**config.mk**
```make
export PLATFORM = sky130hd
export DESIGN_NAME = nsc_ctrl
export DESIGN_NICKNAME = d
export VERILOG_FILES = /design/src/hdl/nearest_segment_crossing_defines.svh /design/src/hdl/nsc_pkg.sv /design/src/hdl/nsc_ctrl.sv
export SDC_FILE = /design/constraint.sdc
export NUM_CORES = 1
export LEC_CHECK = 0
export ABC_CLOCK_PERIOD_IN_PS = 2300
export BUFFER_PORTS_ARGS = -buffer_cell sky130_fd_sc_hd__buf_4
export CORE_MARGIN = 2
export CORE_UTILIZATION = 40
export DETAILED_ROUTE_END_ITERATION = 8
export GPL_ROUTABILITY_DRIVEN = 1
export SLEW_MARGIN = 30
export SYNTH_ARGS = -nofsm -noshare
export SYNTH_HDL_FRONTEND = slang
export SYNTH_SLANG_ARGS = --single-unit
```
**constraint.sdc**
```tcl
create_clock -name clk -period 2.3 [get_ports clk]
set_input_delay 0.115 -clock clk [delete_from_list [all_inputs] [get_ports clk]]
set_output_delay 0.115 -clock clk [all_outputs]
set_load 0.02 [all_outputs]
```
**src/hdl/nearest_segment_crossing_defines.svh**
```systemverilog
// ---------------------------------------------------------------------------
// Assertion macros for the nearest segment crossing block
// Shared helpers that wrap concurrent assertions on clk with reset disable.
// ---------------------------------------------------------------------------
`ifndef NEAREST_SEGMENT_CROSSING_DEFINES_SVH
`define NEAREST_SEGMENT_CROSSING_DEFINES_SVH

// Same-cycle implication, checked out of reset.
`define NSC_ASSERT_IMP(lbl, ante, cons, msg) \
	lbl: assert property (@(posedge clk) disable iff (!arst_n) (ante) |-> (cons)) \
		else $error(msg);

// Next-cycle implication, checked out of reset.
`define NSC_ASSERT_NXT(lbl, ante, cons, msg) \
	lbl: assert property (@(posedge clk) disable iff (!arst_n) (ante) |=> (cons)) \
		else $error(msg);

`endif

```
**src/hdl/nsc_pkg.sv**
```systemverilog
// ---------------------------------------------------------------------------
// nsc_pkg
// Shared constants and controller to datapath command and status types.
// ---------------------------------------------------------------------------
package nsc_pkg;

	localparam int DEF_MAX_SEGMENTS    = 256;
	localparam int DEF_COORD_FRAC_BITS = 16;
	localparam int CFG_W               = 16;
	localparam int DIV_STEPS           = 32;

	localparam logic OP_WRITE = 1'b0;
	localparam logic OP_QUERY = 1'b1;

	localparam logic REG_MIN_MOVE_SQ      = 1'b0;
	localparam logic REG_PARALLEL_EPSILON = 1'b1;

	typedef enum logic [3:0] {
		MUL_XX,
		MUL_YY,
		MUL_AXCDY,
		MUL_AYCDX,
		MUL_DXCDY,
		MUL_DYCDX,
		MUL_DXAY,
		MUL_DYAX,
		MUL_LX,
		MUL_LY,
		MUL_LZ
	} mul_sel_t;

	typedef enum logic [2:0] {
		SUM_NONE,
		SUM_LOAD,
		SUM_ADD,
		SUM_DEN,
		SUM_NT,
		SUM_NU
	} sum_op_t;

	typedef struct packed {
		logic     capture;
		logic     wr_entry;
		logic     idx_clr;
		logic     idx_inc;
		logic     ent_load;
		mul_sel_t mul_sel;
		sum_op_t  sum_op;
		logic     div_init;
		logic     div_step;
		logic     best_upd;
		logic     lerp_x;
		logic     lerp_y;
		logic     lerp_z;
	} nsc_cmd_t;

	typedef struct packed {
		logic tiny_move;
		logic ent_valid;
		logic pass;
		logic div_eq;
		logic last;
		logic any;
	} nsc_sts_t;

endpackage

```
**src/hdl/nsc_ctrl.sv**
```systemverilog
// ---------------------------------------------------------------------------
// nsc_ctrl
// Sequencer for writes, the move length check, the entry walk and lerp.
// ---------------------------------------------------------------------------
module nsc_ctrl (
	input  logic              clk,
	input  logic              arst_n,
	input  logic              start,
	input  logic              op,
	output logic              busy,
	output logic              done,
	output nsc_pkg::nsc_cmd_t cmd,
	input  nsc_pkg::nsc_sts_t sts
);
	import nsc_pkg::*;

	typedef enum logic [23:0] {
		S_IDLE = 24'h000001,
		S_MV1  = 24'h000002,
		S_MV2  = 24'h000004,
		S_MV3  = 24'h000008,
		S_MV4  = 24'h000010,
		S_RD   = 24'h000020,
		S_C0   = 24'h000040,
		S_M1   = 24'h000080,
		S_M2   = 24'h000100,
		S_M3   = 24'h000200,
		S_M4   = 24'h000400,
		S_M5   = 24'h000800,
		S_M6   = 24'h001000,
		S_M7   = 24'h002000,
		S_TEST = 24'h004000,
		S_DIV  = 24'h008000,
		S_BEST = 24'h010000,
		S_NEXT = 24'h020000,
		S_L1   = 24'h040000,
		S_L2   = 24'h080000,
		S_L3   = 24'h100000,
		S_L4   = 24'h200000,
		S_DONE = 24'h400000
	} state_t;

	state_t     state_q, state_d;
	logic [4:0] cnt_q, cnt_d;

	always_ff @(posedge clk or negedge arst_n) begin
		if (!arst_n) begin
			state_q <= S_IDLE;
			cnt_q   <= '0;
		end else begin
			state_q <= state_d;
			cnt_q   <= cnt_d;
		end
	end

	assign busy = (state_q != S_IDLE);
	assign done = (state_q == S_DONE);

	always_comb begin
		state_d     = state_q;
		cnt_d       = cnt_q;
		cmd         = '0;
		cmd.mul_sel = MUL_XX;
		cmd.sum_op  = SUM_NONE;
		case (state_q)
			S_IDLE: begin
				if (start) begin
					if (op == OP_QUERY) begin
						cmd.capture = 1'b1;
						state_d     = S_MV1;
					end else begin
						cmd.wr_entry = 1'b1;
					end
				end
			end
			S_MV1: begin
				cmd.mul_sel = MUL_XX;
				state_d     = S_MV2;
			end
			S_MV2: begin
				cmd.mul_sel = MUL_YY;
				cmd.sum_op  = SUM_LOAD;
				state_d     = S_MV3;
			end
			S_MV3: begin
				cmd.sum_op = SUM_ADD;
				state_d    = S_MV4;
			end
			S_MV4: begin
				cmd.idx_clr = 1'b1;
				state_d     = sts.tiny_move ? S_DONE : S_RD;
			end
			S_RD: begin
				state_d = S_C0;
			end
			S_C0: begin
				cmd.ent_load = 1'b1;
				state_d      = sts.ent_valid ? S_M1 : S_NEXT;
			end
			S_M1: begin
				cmd.mul_sel = MUL_AXCDY;
				state_d     = S_M2;
			end
			S_M2: begin
				cmd.mul_sel = MUL_AYCDX;
				cmd.sum_op  = SUM_LOAD;
				state_d     = S_M3;
			end
			S_M3: begin
				cmd.mul_sel = MUL_DXCDY;
				cmd.sum_op  = SUM_DEN;
				state_d     = S_M4;
			end
			S_M4: begin
				cmd.mul_sel = MUL_DYCDX;
				cmd.sum_op  = SUM_LOAD;
				state_d     = S_M5;
			end
			S_M5: begin
				cmd.mul_sel = MUL_DXAY;
				cmd.sum_op  = SUM_NT;
				state_d     = S_M6;
			end
			S_M6: begin
				cmd.mul_sel = MUL_DYAX;
				cmd.sum_op  = SUM_LOAD;
				state_d     = S_M7;
			end
			S_M7: begin
				cmd.sum_op = SUM_NU;
				state_d    = S_TEST;
			end
			S_TEST: begin
				cmd.div_init = 1'b1;
				cnt_d        = '0;
				if (!sts.pass) begin
					state_d = S_NEXT;
				end else if (sts.div_eq) begin
					state_d = S_BEST;
				end else begin
					state_d = S_DIV;
				end
			end
			S_DIV: begin
				cmd.div_step = 1'b1;
				cnt_d        = cnt_q + 5'd1;
				if (cnt_q == 5'(DIV_STEPS - 1)) begin
					state_d = S_BEST;
				end
			end
			S_BEST: begin
				cmd.best_upd = 1'b1;
				state_d      = S_NEXT;
			end
			S_NEXT: begin
				if (sts.last) begin
					state_d = sts.any ? S_L1 : S_DONE;
				end else begin
					cmd.idx_inc = 1'b1;
					state_d     = S_RD;
				end
			end
			S_L1: begin
				cmd.mul_sel = MUL_LX;
				state_d     = S_L2;
			end
			S_L2: begin
				cmd.mul_sel = MUL_LY;
				cmd.lerp_x  = 1'b1;
				state_d     = S_L3;
			end
			S_L3: begin
				cmd.mul_sel = MUL_LZ;
				cmd.lerp_y  = 1'b1;
				state_d     = S_L4;
			end
			S_L4: begin
				cmd.lerp_z = 1'b1;
				state_d    = S_DONE;
			end
			S_DONE: begin
				state_d = S_IDLE;
			end
			default: begin
				state_d = S_IDLE;
			end
		endcase
	end

endmodule

```
==> impl_metrics.env <==
export IMPL_clock_sinks=28
export IMPL_final_max_slew_viol_count=0
export IMPL_startpoint="state_q[22]"
export IMPL_ys_ff_latch=28
export IMPL_drive_above_1_share_pct=47.8
export IMPL_yosys_warnings=0
export IMPL_clk_path_buf_depth=2
export IMPL_wl_per_cell_um=18.2
export IMPL_layout_commonest_cell="buf_4"
export IMPL_synthFlopType="dfrtp_1"
export IMPL_fmax_ghz=0.435
export IMPL_final_cell_mix="66 x buf_4, 19 x nor2_1, 15 x dfrtp_2"
export IMPL_p_switching_mw=0.497
export IMPL_status="finished with violations"
export IMPL_cp_end_kind="output port"
export IMPL_cp_cell_sequence="nor3_4 > buf_4 > nand4_4 > nor2_4 > nand2_2 > o311ai_2 > buf_4"
export IMPL_globalplace_congestion=0.907
export IMPL_slew_headroom_pct=71.4
export IMPL_cts_buffers=3
export IMPL_dp_hpwl_mm=3.48
export IMPL_cts_root_buf="clkbuf_8"
export IMPL_rr_startpoint="state_q[15]"
export IMPL_synth_edf_count=0
export IMPL_ir_drop_v=0.000312
export IMPL_startpoint_type="register"
export IMPL_synthCells=185
export IMPL_clk_latency_ns=0.29
export IMPL_row_count=24
export IMPL_clk_pin_slew_ns=0.09
export IMPL_crit_arrival_ns=2.19
export IMPL_dieArea_um2=4950
export IMPL_wl_mm=5.59
export IMPL_seq_power_share_pct=36.7
export IMPL_yosysUniqueCellTypes=49
export IMPL_grt_overflow=0
export IMPL_clkPwrFrac_pct=27.3
export IMPL_tritoncts="yes"
export IMPL_clock_skew_ns=0.0124
export IMPL_period_needed_ns=2.30
export IMPL_holdCritPathClass="input port to register"
export IMPL_intPower_mw=0.966
export IMPL_syn_area_um2=1760
export IMPL_drv_cap=0
export IMPL_antennaDiodeCount=0
export IMPL_ys_async_sr_fraction_pct=100
export IMPL_antenna_left=0
export IMPL_tightest_slew_ns=0.423
export IMPL_hp_start="sts[5]"
export IMPL_swShare_pct=34.0
export IMPL_vias=1763
export IMPL_fin_ws_ns=-0.000353
export IMPL_syn_area_per_cell_um2=9.53
export IMPL_groute_usage_overall_pct=20.2
export IMPL_drtIter0Drc=113
export IMPL_grt_pass1_wl_mm=7.94
export IMPL_io_buffers=29
export IMPL_coreArea_um2=4290
export IMPL_pre_cts_ws_ns=0.0810
export IMPL_initial_core_util_pct=41.1
export IMPL_first_pass_iters=4
export IMPL_areaGrowthSynthToFinish_pct=45.8
export IMPL_cp_common_cell="buf_4"
export IMPL_cpPeakStageDelay_ns=0.48
export IMPL_setup_viol=1
export IMPL_antenna_found_initial=0
export IMPL_crit_fanout=5
export IMPL_pin_count=30
export IMPL_violations="negative setup slack"
export IMPL_grt_pass1_vias=1675
export IMPL_synth_seq_area_share_pct=39.8
export IMPL_critical_path_slowest_cell="dfrtp_2"
export IMPL_hold_ws_ns=0.000838
export IMPL_nets=268
export IMPL_p_per_area_nw_per_um2=569
export IMPL_pwr_share_comb_pct=36.0
export IMPL_leakagePower_nw=1.28
export IMPL_vias_per_cell=5.74
export IMPL_final_hold_viol_count=0
export IMPL_die_x_um=70.4
export IMPL_die_y_um=70.4
export IMPL_grt_max_degree=29
export IMPL_path_class="register to output port"
export IMPL_synthesis_nets=197
export IMPL_drc=0
export IMPL_required_ns=2.18
export IMPL_grt_setup_unrepaired="yes"
export IMPL_fin_crit_sh_pct=100
export IMPL_h_tree_depth=1
==> per-stage QoR <==
stage	setup TNS (ns)	instances	instance area (µm²)	util, %	total power [mW]
floorplan	0	185	1760	-	0.795
global placement	-0.00349	263	2030	47.3	0.921
detailed placement	0	263	2030	47.3	0.919
CTS	0	282	2270	53.0	1.38
global route	-0.254	307	2570	59.8	1.54
finish	-0.000353	307	2570	59.8	1.46
==> logic make-up after synthesis <==
logic type,Yosys count,share of synthesized area [%]
simple gates,110,41.7
flops,28,39.8
compound gates,22,9.44
buf+inv,15,3.48
xor+xnor,7,3.48
fa+ha+maj,2,1.42
mux,1,0.639
==> registers in the layout, indices dropped and copies added, names as in the netlist <==
signal / cells
state_q: 23
cnt_q: 5
==> worst max-delay path: cells and delay by family (launching register included) <==
family | cells | cell delay (ns)
AO/OA/AOI/OAI | 1 | 0.27
buffers and inverters | 2 | 0.41
AND/OR/NAND/NOR | 4 | 0.75
flip-flops | 1 | 0.48
==> path summary, 6_finish.rpt <==
| kind | endpoint | slack (ns) | depth (start not counted) |
|---|---|---|---|
| max | cmd[9] | -0.0004 | 7 |
| min | state_q[5] | 0.0008 | 2 |
| max reg2reg | state_q[0] | 0.10 | 8 |
| max in group asynchronous | state_q[0] | 1.70 | 2 |
| min reg2reg | state_q[19] | 0.53 | 1 |
| min in group asynchronous | state_q[20] | 0.28 | 2 |
==> power groups by stage <==
stage                     logic, mW  clock network [mW]  registers (mW)
final                         0.526               0.399           0.537
after global routing          0.567               0.434           0.538
after CTS                     0.441               0.403           0.536
after detailed placement      0.368                   0           0.551
after global placement        0.369                   0           0.552
after floorplan               0.250                   0           0.545
==> timing repair <==
item	in CTS	in global routing
setup endpoints to repair	11	14
pin swaps	9	15
hold buffers	1	0
hold endpoints to repair	27	0
setup buffers	14	25
cloned	0	0
gates resized for setup	14	29
==> metal layers <==
layer  track usage, %  wire length, µm
met1             26.0             2390
met2             34.2             2790
met3             2.60              215
met4             7.91              191
met5                0                0
==> cell usage after synthesis, drive strengths merged (2+ instances only) <==
cell | count | share of area (%)
dfrtp | 27 | 38
nor2 | 23 | 5.0
nand2 | 13 | 2.9
nor4 | 12 | 10
inv | 11 | 2.3
nand3 | 11 | 3.8
nor3 | 10 | 3.4
nand4 | 9 | 3.5
o21ai | 6 | 1.7
and3 | 5 | 1.8
nand2b | 5 | 1.8
xor2 | 5 | 2.5
buf | 4 | 1.1
nand3b | 4 | 1.7
a22o | 3 | 1.5
and2 | 3 | 1.1
nor3b | 3 | 1.3
or2 | 3 | 1.1
a21oi | 2 | 0.57
ha | 2 | 1.4
nor2b | 2 | 0.71
nor4b | 2 | 0.99
o211ai | 2 | 0.85
xnor2 | 2 | 0.99
==> final cells by class <==
type / instances / area (µm²)
multi-input cells: 142 / 1120
clock inverters: 1 / 30.0
inverters: 11 / 41.3
well taps: 52 / 65.1
clock buffers: 3 / 41.3
flip-flops and latches: 28 / 721
repair buffers: 70 / 548
fillers: 344 / 1720
Power figures use the tool's default switching activity.
